## config.mk

```make
export PLATFORM = sky130hd
export DESIGN_NAME = scanner_status_tag_parser
export DESIGN_NICKNAME = d
export VERILOG_FILES = /design/src/sv/sstp_pkg.sv /design/src/sv/sstp_front.sv /design/src/sv/sstp_engine.sv /design/src/sv/scanner_status_tag_parser.sv
export SDC_FILE = /design/constraint.sdc
export NUM_CORES = 1
export LEC_CHECK = 0
export BUFFER_PORTS_ARGS = -buffer_cell sky130_fd_sc_hd__buf_4
export CAP_MARGIN = 40
export CORE_MARGIN = 2
export CORE_UTILIZATION = 48
export DETAILED_ROUTE_END_ITERATION = 8
export PLACE_DENSITY = 0.77
export REMOVE_ABC_BUFFERS = 1
export SETUP_SLACK_MARGIN = 0.5
export SLEW_MARGIN = 5
export SYNTH_ARGS = -nofsm -noshare
export SYNTH_HDL_FRONTEND = slang
export SYNTH_HIERARCHICAL = 1
export SYNTH_SLANG_ARGS = --single-unit
```

## constraint.sdc

```tcl
create_clock -name clk -period 14.1 [get_ports clk]
set_input_delay 1.41 -clock clk [delete_from_list [all_inputs] [get_ports clk]]
set_output_delay 1.41 -clock clk [all_outputs]
set_load 0.03 [all_outputs]
```

## src/sv/sstp_pkg.sv

```systemverilog
// ----------------------------------------------------------------------------
// sstp_pkg: shared types and constants for the status tag parser
// Holds the phase encoding, status bit positions and literal tables.
// ----------------------------------------------------------------------------
package sstp_pkg;

    typedef enum logic [2:0] {
        PH_SEEK   = 3'd0,
        PH_TAG    = 3'd1,
        PH_TYP    = 3'd2,
        PH_NUMPRE = 3'd3,
        PH_NUMDIG = 3'd4,
        PH_STOP   = 3'd5
    } phase_t;

    // Literal selectors.
    localparam logic [2:0] LIT_NONE = 3'd0;
    localparam logic [2:0] LIT_OK   = 3'd1;
    localparam logic [2:0] LIT_FAIL = 3'd2;
    localparam logic [2:0] LIT_CAN  = 3'd3;
    localparam logic [2:0] LIT_JAM  = 3'd4;
    localparam logic [2:0] LIT_RSVD = 3'd5;
    localparam logic [2:0] LIT_PAR  = 3'd6;

    localparam int SB_FAIL = 0;
    localparam int SB_PAR  = 1;
    localparam int SB_PST  = 3;
    localparam int SB_PEN  = 4;
    localparam int SB_SIDE = 5;
    localparam int SB_LFT  = 7;
    localparam int SB_ERR  = 8;
    localparam int SB_CAN  = 9;
    localparam int SB_JAM  = 10;
    localparam int SB_RSVD = 11;

    localparam int QDEPTH = 2;
    localparam int RDEPTH = 7;

    // Front-to-back request: a character or the end mark.
    typedef struct packed {
        logic       last;
        logic [7:0] ch;
    } req_t;

    function automatic logic [7:0] lit_char(input logic [2:0] sel, input logic [2:0] pos);
        logic [7:0] r;
        r = 8'h00;
        case (sel)
            LIT_OK:   r = (pos == 3'd0) ? "O" : (pos == 3'd1) ? "K" : " ";
            LIT_FAIL: r = (pos == 3'd0) ? "F" : (pos == 3'd1) ? "A" :
                          (pos == 3'd2) ? "I" : "L";
            LIT_CAN:  r = (pos == 3'd0) ? "C" : (pos == 3'd1) ? "A" :
                          (pos == 3'd2) ? "N" : " ";
            LIT_JAM:  r = (pos == 3'd0) ? "A" : (pos == 3'd1) ? "D" :
                          (pos == 3'd2) ? "F" : (pos == 3'd3) ? " " :
                          (pos == 3'd4) ? "P" : "J";
            LIT_RSVD: r = (pos == 3'd0) ? "R" : (pos == 3'd1) ? "S" :
                          (pos == 3'd2) ? "V" : "D";
            default:  r = 8'h00;
        endcase
        return r;
    endfunction

    function automatic logic [2:0] lit_len(input logic [2:0] sel);
        logic [2:0] r;
        case (sel)
            LIT_OK, LIT_FAIL, LIT_CAN, LIT_RSVD: r = 3'd4;
            LIT_JAM: r = 3'd6;
            default: r = 3'd0;
        endcase
        return r;
    endfunction

endpackage

```

## src/sv/sstp_front.sv

```systemverilog
// ----------------------------------------------------------------------------
// sstp_front: input stage and request queue
// Accepts characters, marks the end of a reply and queues requests for the
// parsing engine.
// ----------------------------------------------------------------------------
module sstp_front (
    input  logic                clk,
    input  logic                rst_n,
    input  logic                valid,
    input  logic [7:0]          ch,
    output logic                stall,
    output logic                q_valid,
    output sstp_pkg::req_t      q_data,
    input  logic                q_pop
);

    sstp_pkg::req_t mem_reg [sstp_pkg::QDEPTH];
    logic           wr_ptr_reg, wr_ptr_next;
    logic           rd_ptr_reg, rd_ptr_next;
    logic [1:0]     cnt_reg, cnt_next;
    logic           push;

    assign stall   = (cnt_reg == 2'(sstp_pkg::QDEPTH));
    assign push    = valid && !stall;
    assign q_valid = (cnt_reg != 2'd0);
    assign q_data  = mem_reg[rd_ptr_reg];

    always_comb
    begin
        wr_ptr_next = wr_ptr_reg + 1'(push);
        rd_ptr_next = rd_ptr_reg + 1'(q_pop);
        cnt_next    = cnt_reg + 2'(push) - 2'(q_pop);
    end

    always_ff @(posedge clk or negedge rst_n)
    begin
        if (!rst_n)
        begin
            wr_ptr_reg <= 1'b0;
            rd_ptr_reg <= 1'b0;
            cnt_reg    <= 2'd0;
        end
        else
        begin
            wr_ptr_reg <= wr_ptr_next;
            rd_ptr_reg <= rd_ptr_next;
            cnt_reg    <= cnt_next;
        end
    end

    always_ff @(posedge clk)
    begin
        if (push)
        begin
            mem_reg[wr_ptr_reg].ch   <= ch;
            mem_reg[wr_ptr_reg].last <= (ch == 8'h00);
        end
    end

endmodule

```

## src/sv/sstp_engine.sv

```systemverilog
// ----------------------------------------------------------------------------
// sstp_engine: tag parsing engine
// Consumes one queued character per cycle while no result is waiting and no
// replay runs, replays buffered number characters at the end of a reply and
// presents the decoded status.
module sstp_engine (
    input  logic                clk,
    input  logic                rst_n,
    input  logic                q_valid,
    input  sstp_pkg::req_t      q_data,
    output logic                q_pop,
    output logic                valid,
    input  logic                stall,
    output logic                parse_ok,
    output logic [1:0]          par_status,
    output logic                page_start,
    output logic                page_end,
    output logic signed [28:0]  page_width,
    output logic signed [28:0]  page_height,
    output logic [1:0]          page_side,
    output logic                left_reported,
    output logic signed [28:0]  pages_left,
    output logic                error_flag,
    output logic [2:0]          condition_flags
);

    sstp_pkg::phase_t phase_reg, phase_next;
    logic [7:0]  tag0_reg, tag0_next, tag1_reg, tag1_next;
    logic [2:0]  cpos_reg, cpos_next;
    logic [2:0]  alive_reg, alive_next;
    logic [28:0] num_reg, num_next;
    logic [2:0]  dig_reg, dig_next;
    logic [1:0]  slot_reg, slot_next;
    logic [2:0]  rcnt_reg, rcnt_next;
    logic [11:0] sb_reg, sb_next;
    logic [28:0] w_reg, w_next, h_reg, h_next, l_reg, l_next;
    logic [7:0]  rstore_reg [sstp_pkg::RDEPTH];
    // Replay control: a copy of the buffer contents is walked one per cycle.
    logic        rp_reg, rp_next;
    logic [2:0]  rp_idx_reg, rp_idx_next;
    logic [2:0]  rp_n_reg, rp_n_next;
    logic [7:0]  rbuf_reg [sstp_pkg::RDEPTH];
    logic        rbuf_load;
    logic        out_valid_reg, out_valid_next;
    logic        clear_all;
    logic        st_wr;
    logic [2:0]  st_idx;
    logic [7:0]  st_dat;

    logic [7:0]  c;
    logic        feed_en;
    logic        sel_lit;
    logic [2:0]  al;

    assign valid = out_valid_reg;
    assign parse_ok        = !sb_reg[sstp_pkg::SB_FAIL];
    assign par_status      = sb_reg[sstp_pkg::SB_PAR +: 2];
    assign page_start      = sb_reg[sstp_pkg::SB_PST];
    assign page_end        = sb_reg[sstp_pkg::SB_PEN];
    assign page_side       = sb_reg[sstp_pkg::SB_SIDE +: 2];
    assign left_reported   = sb_reg[sstp_pkg::SB_LFT];
    assign error_flag      = sb_reg[sstp_pkg::SB_ERR];
    assign condition_flags = {sb_reg[sstp_pkg::SB_RSVD], sb_reg[sstp_pkg::SB_JAM],
                              sb_reg[sstp_pkg::SB_CAN]};
    assign page_width  = w_reg;
    assign page_height = h_reg;
    assign pages_left  = l_reg;

    always_comb
    begin
        phase_next = phase_reg; tag0_next = tag0_reg; tag1_next = tag1_reg;
        cpos_next = cpos_reg; alive_next = alive_reg; num_next = num_reg;
        dig_next = dig_reg; slot_next = slot_reg; rcnt_next = rcnt_reg;
        sb_next = sb_reg; w_next = w_reg; h_next = h_reg; l_next = l_reg;
        rp_next = rp_reg; rp_idx_next = rp_idx_reg; rp_n_next = rp_n_reg;
        rbuf_load = 1'b0; clear_all = 1'b0;
        st_wr = 1'b0; st_idx = rcnt_reg; st_dat = 8'h00;
        out_valid_next = out_valid_reg && stall;
        q_pop = 1'b0; feed_en = 1'b0; c = 8'h00; sel_lit = 1'b0; al = 3'd0;

        if (out_valid_reg && stall)
        begin
            // Result still waiting: hold everything.
        end
        else if (out_valid_reg)
        begin
            clear_all = 1'b1;
        end
        else if (rp_reg)
        begin
            if (rp_idx_reg == rp_n_reg)
                rp_next = 1'b0;
            else
            begin
                feed_en = 1'b1;
                c = rbuf_reg[rp_idx_reg];
                rp_idx_next = rp_idx_reg + 3'd1;
            end
        end
        else if (q_valid)
        begin
            if (!q_data.last)
            begin
                q_pop = 1'b1;
                feed_en = 1'b1;
                c = q_data.ch;
            end
            else
            begin
                // End of reply: resolve pending phase, replay if inside a number.
                case (phase_reg)
                    sstp_pkg::PH_TAG:
                    begin
                        sb_next[sstp_pkg::SB_FAIL] = 1'b1;
                        q_pop = 1'b1; out_valid_next = 1'b1;
                    end
                    sstp_pkg::PH_NUMPRE, sstp_pkg::PH_NUMDIG:
                    begin
                        if (slot_reg == 2'd0)
                        begin
                            w_next = '1; h_next = '1;
                        end
                        else if (slot_reg <= 2'd2)
                            h_next = '1;
                        else
                            l_next = '1;
                        if (phase_reg == sstp_pkg::PH_NUMPRE)
                        begin
                            q_pop = 1'b1; out_valid_next = 1'b1;
                        end
                        else
                        begin
                            rbuf_load = 1'b1;
                            rp_next = 1'b1; rp_idx_next = 3'd0; rp_n_next = rcnt_reg;
                            rcnt_next = 3'd0;
                            phase_next = sstp_pkg::PH_SEEK;
                            alive_next = 3'd0; cpos_next = 3'd0;
                        end
                    end
                    default:
                    begin
                        q_pop = 1'b1; out_valid_next = 1'b1;
                    end
                endcase
            end
        end

        if (feed_en)
        begin
            case (phase_reg)
                sstp_pkg::PH_STOP: ;
                sstp_pkg::PH_TAG:
                begin
                    if (cpos_reg == 3'd0)
                    begin
                        tag0_next = c; cpos_next = 3'd1;
                    end
                    else if (cpos_reg == 3'd1)
                    begin
                        tag1_next = c; cpos_next = 3'd2;
                    end
                    else
                    begin
                        phase_next = sstp_pkg::PH_SEEK;
                        alive_next = sstp_pkg::LIT_NONE; cpos_next = 3'd0;
                        if (tag0_reg == "-" && tag1_reg == "-" && c == "-")
                            phase_next = sstp_pkg::PH_STOP;
                        else if (tag0_reg == "p" && tag1_reg == "a" && c == "r")
                            alive_next = sstp_pkg::LIT_PAR;
                        else if (tag0_reg == "p" && tag1_reg == "s" && c == "t")
                        begin
                            sb_next[sstp_pkg::SB_PST] = 1'b1; slot_next = 2'd0;
                            phase_next = sstp_pkg::PH_NUMPRE;
                        end
                        else if (tag0_reg == "p" && tag1_reg == "e" && c == "n")
                            sb_next[sstp_pkg::SB_PEN] = 1'b1;
                        else if (tag0_reg == "t" && tag1_reg == "y" && c == "p")
                            phase_next = sstp_pkg::PH_TYP;
                        else if (tag0_reg == "l" && tag1_reg == "f" && c == "t")
                        begin
                            sb_next[sstp_pkg::SB_LFT] = 1'b1; slot_next = 2'd3;
                            phase_next = sstp_pkg::PH_NUMPRE;
                        end
                        else if (tag0_reg == "a" && tag1_reg == "t" && c == "n")
                            alive_next = sstp_pkg::LIT_CAN;
                        else if (tag0_reg == "e" && tag1_reg == "r" && c == "r")
                        begin
                            sb_next[sstp_pkg::SB_ERR] = 1'b1; alive_next = sstp_pkg::LIT_JAM;
                        end
                        else if (tag0_reg == "n" && tag1_reg == "r" && c == "d")
                        begin
                            sb_next[sstp_pkg::SB_ERR] = 1'b1; alive_next = sstp_pkg::LIT_RSVD;
                        end
                    end
                end
                sstp_pkg::PH_TYP:
                begin
                    if (c == "A") sb_next[sstp_pkg::SB_SIDE +: 2] = 2'd1;
                    if (c == "B") sb_next[sstp_pkg::SB_SIDE +: 2] = 2'd2;
                    phase_next = sstp_pkg::PH_SEEK;
                    sel_lit = 1'b1;
                end
                sstp_pkg::PH_NUMPRE:
                begin
                    if (c == "d" || c == "i")
                    begin
                        st_wr = 1'b1; st_idx = 3'd0; st_dat = c;
                        rcnt_next = 3'd1; num_next = '0;
                        dig_next = (c == "d") ? 3'd3 : 3'd7;
                        phase_next = sstp_pkg::PH_NUMDIG;
                    end
                    else
                    begin
                        if (slot_reg == 2'd0)
                        begin
                            w_next = '1; h_next = '1;
                        end
                        else if (slot_reg <= 2'd2)
                            h_next = '1;
                        else
                            l_next = '1;
                        phase_next = sstp_pkg::PH_SEEK;
                        sel_lit = 1'b1;
                    end
                end
                sstp_pkg::PH_NUMDIG:
                begin
                    if (rcnt_reg < 3'd7)
                    begin
                        st_wr = 1'b1; st_idx = rcnt_reg; st_dat = c;
                        rcnt_next = rcnt_reg + 3'd1;
                    end
                    num_next = 29'((num_reg << 3) + (num_reg << 1) + 29'(c) - 29'd48);
                    if (dig_reg == 3'd1 || dig_reg == 3'd0)
                    begin
                        dig_next = 3'd0; rcnt_next = 3'd0;
                        if (slot_reg == 2'd0) w_next = num_next;
                        else if (slot_reg == 2'd2) h_next = num_next;
                        else if (slot_reg == 2'd3) l_next = num_next;
                        if (slot_reg < 2'd2)
                        begin
                            slot_next = slot_reg + 2'd1; phase_next = sstp_pkg::PH_NUMPRE;
                        end
                        else
                            phase_next = sstp_pkg::PH_SEEK;
                    end
                    else
                        dig_next = dig_reg - 3'd1;
                end
                default: sel_lit = 1'b1;
            endcase

            if (sel_lit)
            begin
                al = alive_reg;
                if (al != sstp_pkg::LIT_NONE)
                begin
                    if (al == sstp_pkg::LIT_PAR)
                        al = (c == "O") ? sstp_pkg::LIT_OK :
                             (c == "F") ? sstp_pkg::LIT_FAIL : sstp_pkg::LIT_NONE;
                    if (al >= 3'd1 && al <= 3'd5 && cpos_reg < sstp_pkg::lit_len(al)
                        && c == sstp_pkg::lit_char(al, cpos_reg))
                    begin
                        alive_next = al;
                        cpos_next = cpos_reg + 3'd1;
                        if (cpos_next >= sstp_pkg::lit_len(al))
                        begin
                            case (al)
                                sstp_pkg::LIT_OK:   sb_next[sstp_pkg::SB_PAR +: 2] = 2'd1;
                                sstp_pkg::LIT_FAIL: sb_next[sstp_pkg::SB_PAR +: 2] = 2'd2;
                                sstp_pkg::LIT_CAN:  sb_next[sstp_pkg::SB_CAN] = 1'b1;
                                sstp_pkg::LIT_JAM:  sb_next[sstp_pkg::SB_JAM] = 1'b1;
                                sstp_pkg::LIT_RSVD: sb_next[sstp_pkg::SB_RSVD] = 1'b1;
                                default: ;
                            endcase
                            alive_next = 3'd0; cpos_next = 3'd0;
                        end
                    end
                    else
                    begin
                        alive_next = 3'd0; cpos_next = 3'd0;
                    end
                end
                if (c == "#")
                begin
                    phase_next = sstp_pkg::PH_TAG; cpos_next = 3'd0; alive_next = 3'd0;
                end
            end
        end
    end

    always_ff @(posedge clk or negedge rst_n)
    begin
        if (!rst_n)
        begin
            phase_reg <= sstp_pkg::PH_SEEK;
            tag0_reg <= '0; tag1_reg <= '0; cpos_reg <= '0; alive_reg <= '0;
            num_reg <= '0; dig_reg <= '0; slot_reg <= '0; rcnt_reg <= '0;
            sb_reg <= '0; w_reg <= '0; h_reg <= '0; l_reg <= '0;
            rp_reg <= 1'b0; rp_idx_reg <= '0; rp_n_reg <= '0;
            out_valid_reg <= 1'b0;
        end
        else if (clear_all)
        begin
            phase_reg <= sstp_pkg::PH_SEEK;
            tag0_reg <= '0; tag1_reg <= '0; cpos_reg <= '0; alive_reg <= '0;
            num_reg <= '0; dig_reg <= '0; slot_reg <= '0; rcnt_reg <= '0;
            sb_reg <= '0; w_reg <= '0; h_reg <= '0; l_reg <= '0;
            rp_reg <= 1'b0; rp_idx_reg <= '0; rp_n_reg <= '0;
            out_valid_reg <= 1'b0;
        end
        else
        begin
            phase_reg <= phase_next;
            tag0_reg <= tag0_next; tag1_reg <= tag1_next;
            cpos_reg <= cpos_next; alive_reg <= alive_next;
            num_reg <= num_next; dig_reg <= dig_next; slot_reg <= slot_next;
            rcnt_reg <= rcnt_next; sb_reg <= sb_next;
            w_reg <= w_next; h_reg <= h_next; l_reg <= l_next;
            rp_reg <= rp_next; rp_idx_reg <= rp_idx_next; rp_n_reg <= rp_n_next;
            out_valid_reg <= out_valid_next;
        end
    end

    always_ff @(posedge clk)
    begin
        if (st_wr)
            rstore_reg[st_idx] <= st_dat;
        if (rbuf_load)
            rbuf_reg <= rstore_reg;
    end

endmodule

```

## src/sv/scanner_status_tag_parser.sv

```systemverilog
// ----------------------------------------------------------------------------
// scanner_status_tag_parser: status reply tag decoder
// Decodes a scanner status reply, one character per request, into a status.
// ----------------------------------------------------------------------------
// Usage: characters arrive on the input channel (valid, stall, ch), one per
// request. A NUL character ends the reply; the decoded status then appears on
// the output channel (valid_out, stall_out and the status fields) as a
// single request. Non-NUL characters produce no output.
// Throughput: one character per cycle while stall is low. A two-entry
// request queue separates the input stage from the parsing engine, so
// either side may stall alone. With nothing else queued, the NUL is
// registered in the queue and the engine then registers the status.
// The engine clears its state in the cycle a status is taken, and reads
// no character in it. If the reply ends inside a number, the engine
// replays the buffered number characters (up to seven, one per cycle)
// before it resolves the end, and the replay may repeat.
// While the result waits under stall_out, the engine holds; the queue keeps
// taking characters until it is full, then raises stall.
// Reset clears all parser state; after each result the engine returns to the
// same state on its own, ready for the next reply.
// ----------------------------------------------------------------------------
module scanner_status_tag_parser (
    input  logic                clk,
    input  logic                rst_n,
    input  logic                valid,
    output logic                stall,
    input  logic [7:0]          ch,
    output logic                valid_out,
    input  logic                stall_out,
    output logic                parse_ok,
    output logic [1:0]          par_status,
    output logic                page_start,
    output logic                page_end,
    output logic signed [28:0]  page_width,
    output logic signed [28:0]  page_height,
    output logic [1:0]          page_side,
    output logic                left_reported,
    output logic signed [28:0]  pages_left,
    output logic                error_flag,
    output logic [2:0]          condition_flags
);

    logic           q_valid;
    logic           q_pop;
    sstp_pkg::req_t q_data;

    // The front stage queues requests; the engine pops them as it parses.
    sstp_front u_front (
        .clk     (clk),
        .rst_n   (rst_n),
        .valid   (valid),
        .ch      (ch),
        .stall   (stall),
        .q_valid (q_valid),
        .q_data  (q_data),
        .q_pop   (q_pop)
    );

    sstp_engine u_engine (
        .clk             (clk),
        .rst_n           (rst_n),
        .q_valid         (q_valid),
        .q_data          (q_data),
        .q_pop           (q_pop),
        .valid           (valid_out),
        .stall           (stall_out),
        .parse_ok        (parse_ok),
        .par_status      (par_status),
        .page_start      (page_start),
        .page_end        (page_end),
        .page_width      (page_width),
        .page_height     (page_height),
        .page_side       (page_side),
        .left_reported   (left_reported),
        .pages_left      (pages_left),
        .error_flag      (error_flag),
        .condition_flags (condition_flags)
    );

`ifndef SYNTHESIS
    // The engine never pops from an empty queue.
    a_no_pop_empty: assert property (@(posedge clk) disable iff (!rst_n)
        q_pop |-> q_valid) else $error("pop from empty queue");

    // The engine does not consume input while a result is waiting.
    a_hold_on_out: assert property (@(posedge clk) disable iff (!rst_n)
        valid_out |-> !q_pop) else $error("pop while result pending");

    // A stalled result stays presented, with page_width and pages_left unchanged.
    a_out_hold: assert property (@(posedge clk) disable iff (!rst_n)
        valid_out && stall_out |=> valid_out && $stable(page_width)
        && $stable(pages_left)) else $error("stalled result changed");
`endif

endmodule

```

==> results of run 1 <==
-- synthesized netlist by cell type (11+ instances only) --
| library cell | n | share of area (%) |
|---|---|---|
| nand2_1 | 149 | 3.2 |
| nand4_1 | 13 | 0.47 |
| a221oi_1 | 29 | 1.5 |
| and2_1 | 12 | 0.43 |
| xor2_1 | 12 | 0.61 |
| ha_1 | 92 | 6.6 |
| nor3_1 | 52 | 1.5 |
| nor4_1 | 13 | 0.47 |
| a21o_1 | 21 | 0.91 |
| o21ai_0 | 114 | 3.3 |
| o211ai_1 | 35 | 1.5 |
| and3_1 | 11 | 0.40 |
| xnor2_1 | 24 | 1.2 |
| a22o_1 | 21 | 1.1 |
| o31ai_1 | 33 | 1.4 |
| a211oi_1 | 28 | 1.2 |
| a31oi_1 | 27 | 0.97 |
| o22ai_1 | 16 | 0.58 |
| edfxtp_1 | 130 | 22 |
| or3_1 | 12 | 0.43 |
| mux2_2 | 12 | 0.78 |
| a21oi_1 | 115 | 3.3 |
| nand3_1 | 30 | 0.86 |
| clkbuf_1 | 88 | 1.9 |
| nor2_1 | 154 | 3.3 |
| mux2i_1 | 31 | 1.8 |
| inv_1 | 114 | 2.5 |
| o21ai_1 | 17 | 0.49 |
| dfrtp_1 | 172 | 25 |
-- critical path, stage by stage (launching register included) --
cell and delay (ns):
dfrtp_1 0.57, mux2_2 0.44, nor3b_2 0.74, and2_1 0.29, a31o_2 0.15, nand2_1 0.20
xnor2_1 0.20, ha_1 0.18, a21o_1 0.17, fa_1 0.53, fa_1 0.44, a21o_1 0.18
a21oi_1 0.23, o21bai_1 0.10, a21oi_1 0.25, o21bai_1 0.15, a2111oi_0 0.68, o31ai_1 0.26
a31o_2 0.35, a41oi_1 0.54, mux2i_1 0.16, a21o_1 0.17
-- final cells by class --
type	instances	share of cell area [%]
timing repair buffer	150	5.94
multi-input combinational	1232	41.4
clock inverter	23	1.75
sequential	302	41.2
tap	461	2.89
inverter	116	2.18
clock buffer	41	4.66
-- through the flow --
stage               util [%]  worst slack (ns)  hold WS, ns  power [uW]  std cells
CTS                     56.1              7.07        0.393        5330       2325
floorplan                  -              7.73        0.400        3340       1650
detailed placement      52.5              7.12        0.405        4320       2261
global route            56.1              6.46        0.388        5740       2325
finish                  56.1              7.00        0.390        5380       2325
global placement        52.1              7.38        0.401        4230       2251
-- routing by layer --
layer	up-vias	track usage, %	wire (um)
met2	765	44.1	24100
met5	-	0	0
met3	149	4.42	4100
li1	6643	-	-
met4	0	10.6	1950
met1	7287	34.6	20700
-- worst max-delay path by stage --
stage,depth (start not counted),endpoint,start
final,21,u_engine/pages_left[25]$_DFF_PN0_,u_front/rd_ptr_reg$_DFF_PN0_
after global routing,21,u_engine/pages_left[25]$_DFF_PN0_,u_front/rd_ptr_reg$_DFF_PN0_
after CTS,21,u_engine/pages_left[25]$_DFF_PN0_,u_front/rd_ptr_reg$_DFF_PN0_
after detailed placement,21,u_engine/pages_left[25]$_DFF_PN0_,u_front/rd_ptr_reg$_DFF_PN0_
after global placement,21,u_engine/page_width[25]$_DFF_PN0_,u_front/rd_ptr_reg$_DFF_PN0_
after floorplan,21,u_engine/page_height[25]$_DFF_PN0_,u_front/rd_ptr_reg$_DFF_PN0_
-- logic make-up after synthesis --
family          after synthesis  synth area share, %
flops                       302                 47.3
compound gates              548                 21.5
buf+inv                     228                 5.51
xor+xnor                     36                 1.82
fa+ha+maj                    97                 7.21
mux                          48                 3.00
simple gates                503                 13.7
-- power groups by stage --
| stage | Clock, uW | Sequential [uW] | Combinational, uW |
|---|---|---|---|
| floorplan | 0 | 1420 | 1920 |
| global placement | 0 | 1270 | 2960 |
| detailed placement | 0 | 1270 | 3040 |
| CTS | 1000 | 1260 | 3070 |
| global route | 1040 | 1290 | 3410 |
| finish | 993 | 1260 | 3130 |
==> impl_metrics.tcl, run 1 <==
set metrics [dict create \
    status "finished clean" \
    post_cts_resized 0 \
    avgSynthCellArea_sq_um 9.86 \
    antennaDiodeCount 0 \
    port_buffers 112 \
    ys_types 95 \
    combinationalPowerShare_pct 58.1 \
    clock-root-buffer "clkbuf_16" \
    multi_input_area_sq_um 8260 \
    drtIter0Drc 1430 \
    ys_seq_area_share_pct 47.3 \
    crit_fanout 12 \
    end_kind "register" \
    die_area_sq_um 37700 \
    dieWidth_um 194 \
    fin_crit_ns 7.10 \
    synthArstFlopShare_pct 57.0 \
    fillerInstances 3122 \
    synth_edf_count 130 \
    fin_area_sq_um 19900 \
    final_common_cell "dfrtp_1" \
    grtUsageTotal_pct 26.5 \
    reg2regPathDepth 21 \
    p_seq_share_pct 23.5 \
    cap_violations 0 \
    cp_data_arrival_time_ns 7.53 \
    cts_hold_buf 0 \
    area_growth_pct 14.8 \
    core_sq_um 35600 \
    clk_pin_slew_worst_paths_ns 0.06 \
    setup_viol 0 \
    grt_pass1_wl_um 80100 \
    numCtsBuffers 35 \
    cts_max_level 2 \
    wl_per_cell_um 21.9 \
    dpl.hpwl_um 34700 \
    grt_max_degree 84 \
    clock-sinks 302 \
    first_pass_iters 6 \
    hold_end "u_engine/rbuf_reg[38]$_DFFE_PP_" \
    post_cts_buffers 0 \
    grt-ovfl-total 0 \
    max_clock_freq_mhz 141 \
    pin_count 113 \
    start_util_pct 48.8 \
    hp-class "reg2reg" \
    drv_slew 0 \
    slew_headroom_pct 31.8 \
    cts_tree "built" \
    cts_buffer_depth 3 \
    max-vdd-ir-drop_mv 0.169 \
    hold_viol_final 0 \
    skew_ns 0.0326 \
    clkPwrFrac_pct 18.4 \
    grt_pass1_vias 14596 \
    ys_ff_latch 302 \
    vias 14844 \
    r2r-start "u_front/rd_ptr_reg$_DFF_PN0_" \
    intPower_uw 2760 \
    fin_crit_sh_pct 50.3 \
    crit_type "reg2reg" \
    antenna_found_initial 0 \
    syn_area_sq_um 17400 \
    p_leak_uw 0.00835 \
    r2r-end "u_engine/pages_left[25]$_DFF_PN0_" \
    viasPerCell 6.38 \
    fin_setup_tns_ns 0 \
    layout-drive-gt1-share_pct 14.6 \
    synthFlopType "dfrtp_1" \
    drt_wl_total_um 50800 \
    final_cell_mix "172 x dfrtp_1, 149 x nand2_1, 147 x nor2_1" \
    register_area_sq_um 8210 \
    ant_nets 0 \
    synthesis.instances 1762 \
    post_dp_cell_area_sq_um 18700 \
    worst_pin_slew_ns 1.02 \
    powerDensity_nw_per_um2 270 \
    worstHoldStart "u_engine/rstore_reg[38]$_DFFE_PP_" \
    start_kind "register" \
    hold_depth 0 \
    drc 0 \
    clock_latency_ns 0.54 \
    nNetsFinal 1946 \
    regToRegSetupSlack_ns 7.00 \
    rsz0062_at_grt "false" \
    dieHeight_um 194 \
    p_sw_uw 2620 \
    worstPathRequired_ns 14.53 \
    yosys_warnings 6 \
    num_rows 69 \
    place.gp.congestion 0.922 \
    p_sw_share_pct 48.7 \
]
(Power assumes the default switching activity.)
==> inputs of run 2 (changes only) <==
Settings changed: PLACE_DENSITY 0.77 to 0.79.
Clock period 14.1 ns to 5.95 ns, I/O delays scaled along.
==> impl_metrics.tcl, run 2 (synthesis gave the netlist of run 1 again) <==
set metrics [dict create \
    status "finished clean" \
    fin_area_sq_um 20300 \
    p_leak_uw 0.00853 \
    wl_met3_um 4730 \
    critical-path-max-stage-delay_ns 0.49 \
    crit_fanout 6 \
    drt_wl_total_um 52500 \
    drv_slew 0 \
    slew_headroom_pct 39.7 \
    hold_viol_final 0 \
    reg2regPathDepth 21 \
    p_seq_share_pct 22.4 \
    multi_input_area_sq_um 8410 \
    p_sw_share_pct 48.5 \
    num_rows 69 \
    setup_viol 0 \
    wl_met1_um 21100 \
    grt_pass1_wl_um 82000 \
    drtIter0Drc 1562 \
    instances_no_fill 2355 \
    critPathSlowestCell "fa_1" \
    clock_latency_ns 0.54 \
    cts_tree "built" \
    rsz0062_at_grt "false" \
    dpl.hpwl_um 36100 \
    layout-drive-gt1-share_pct 17.3 \
    fillerInstances 2994 \
    core_sq_um 35600 \
    path_cells "mux2_4 > nor3b_4 > and2_4 > a31o_2 > nand2_1 > xnor2_1 > ha_1 > a21o_1 > fa_1 > ha_1 > a21o_1 > a21oi_2 > o21bai_1 > a21oi_1 > o21ai_0 > o21ai_2 > a31oi_1 > o211ai_1 > a31oi_1 > xnor2_2 > a31oi_1" \
    cp_top_family "compound AO/OA/AOI/OAI gates" \
    cpMostUsedCell "a31oi_1" \
    area_growth_pct 16.8 \
    r2r-end "u_engine/page_width[28]$_DFF_PN0_" \
    place.gp.congestion 0.926 \
    clock-sinks 302 \
    intPower_uw 6910 \
    numCtsBuffers 34 \
    clock-root-buffer "clkbuf_16" \
    regToRegSetupSlack_ns 0.65 \
    fin_crit_ns 5.30 \
    worstPathRequired_ns 6.31 \
    cts_hold_buf 0 \
    cp_data_arrival_time_ns 5.66 \
    nNetsFinal 1978 \
    cts_max_level 2 \
    end_kind "register" \
    top_layer "met4" \
    clkPwrFrac_pct 17.2 \
    vias 15050 \
    worst_pin_slew_ns 0.899 \
    crit_type "reg2reg" \
    critPathBufInv 0 \
    drc 0 \
    grt-ovfl-total 0 \
    pin_count 113 \
    die_area_sq_um 37700 \
    ant_nets 0 \
    fin_crit_sh_pct 89.0 \
    start_util_pct 48.8 \
    dr_wl_met2_um 24700 \
    startpoint "u_front/rd_ptr_reg$_DFF_PN0_" \
    dp.cells 2283 \
    register_area_sq_um 8210 \
    hp-class "in2async" \
    grtUsageTotal_pct 27.3 \
    clk_pin_slew_worst_paths_ns 0.06 \
    dp_slack_ns 0.0895 \
    viasPerCell 6.39 \
    antenna_found_initial 0 \
    max_clock_freq_mhz 189 \
    whs_ns 0.0782 \
    antennaDiodeCount 0 \
    dieHeight_um 194 \
    cts_buffer_depth 3 \
    first_pass_iters 5 \
    max-vdd-ir-drop_mv 0.564 \
    wl_per_cell_um 22.3 \
    powerDensity_nw_per_um2 662 \
    start_kind "register" \
    combinationalPowerShare_pct 60.4 \
    grt_max_degree 63 \
    p_sw_uw 6510 \
    dieWidth_um 194 \
    setup_ws_ns 0.652 \
    r2r-start "u_front/rd_ptr_reg$_DFF_PN0_" \
    post_dp_cell_area_sq_um 18800 \
    final_cell_mix "176 x buf_4, 170 x dfrtp_1, 149 x nand2_1" \
    final_util_pct 57.0 \
    cap_violations 0 \
    grt_pass1_vias 14535 \
    skew_ns 0.0276 \
    port_buffers 112 \
    final_common_cell "buf_4" \
]
run 2: cell types whose count changed in the layout (fill, tap and decap cells not counted), moves of 2 or more:
cell / change
a21oi_1: -4
a21oi_2: +4
buf_4: +33
clkinv_1: -2
clkinv_16: -2
dfrtp_1: -2
dfrtp_2: +2
o21ai_0: -2
o31ai_1: -2
xnor2_1: -5
xnor2_2: +5
run 2: area by class of cell:
type | count | area share (%)
clock inverter | 19 | 1.43
tap | 461 | 2.84
timing repair buffer | 183 | 6.99
clock buffer | 42 | 4.60
inverter | 116 | 2.17
multi-input combinational | 1232 | 41.5
sequential | 302 | 40.5
run 2: what timing repair did:
item | in CTS | in global routing
gates resized for setup | 9 | 26
pin swaps | 1 | 9
endpoints found under the setup margin | 31 | 55
buffers inserted | 2 | 9
run 2: how the worst max path moves through the flow:
stage | slack [ns] | cells after the start | end
after floorplan | -0.42 | 21 | u_engine/page_height[25]$_DFF_PN0_
after global placement | 0.31 | 20 | u_engine/page_width[23]$_DFF_PN0_
after detailed placement | 0.09 | 20 | u_engine/page_width[23]$_DFF_PN0_
after CTS | 0.51 | 21 | u_engine/page_width[23]$_DFF_PN0_
after global routing | 0.45 | 21 | u_engine/page_width[18]$_DFF_PN0_
final | 0.65 | 21 | u_engine/page_width[28]$_DFF_PN0_
run 2: per-stage QoR:
stage	power [uW]	setup TNS [ns]
after floorplan	7910	-3.79
after global placement	10200	0
after detailed placement	10400	0
after CTS	12900	0
after global routing	14200	0
final	13400	0
run 2: per-layer routing:
metal | GRT usage [%] | up-vias
met2 | 44.7 | 863
li1 | - | 6716
met1 | 36.0 | 7319
met3 | 4.75 | 152
met4 | 11.4 | 0
met5 | 0 | -
run 2: power by group through the flow:
stage | Sequential, uW | Clock (uW) | Combinational [uW]
after floorplan | 3360 | 0 | 4550
after global placement | 3010 | 0 | 7180
after detailed placement | 3020 | 0 | 7390
after CTS | 2990 | 2340 | 7580
after global routing | 3050 | 2420 | 8710
final | 3000 | 2310 | 8100
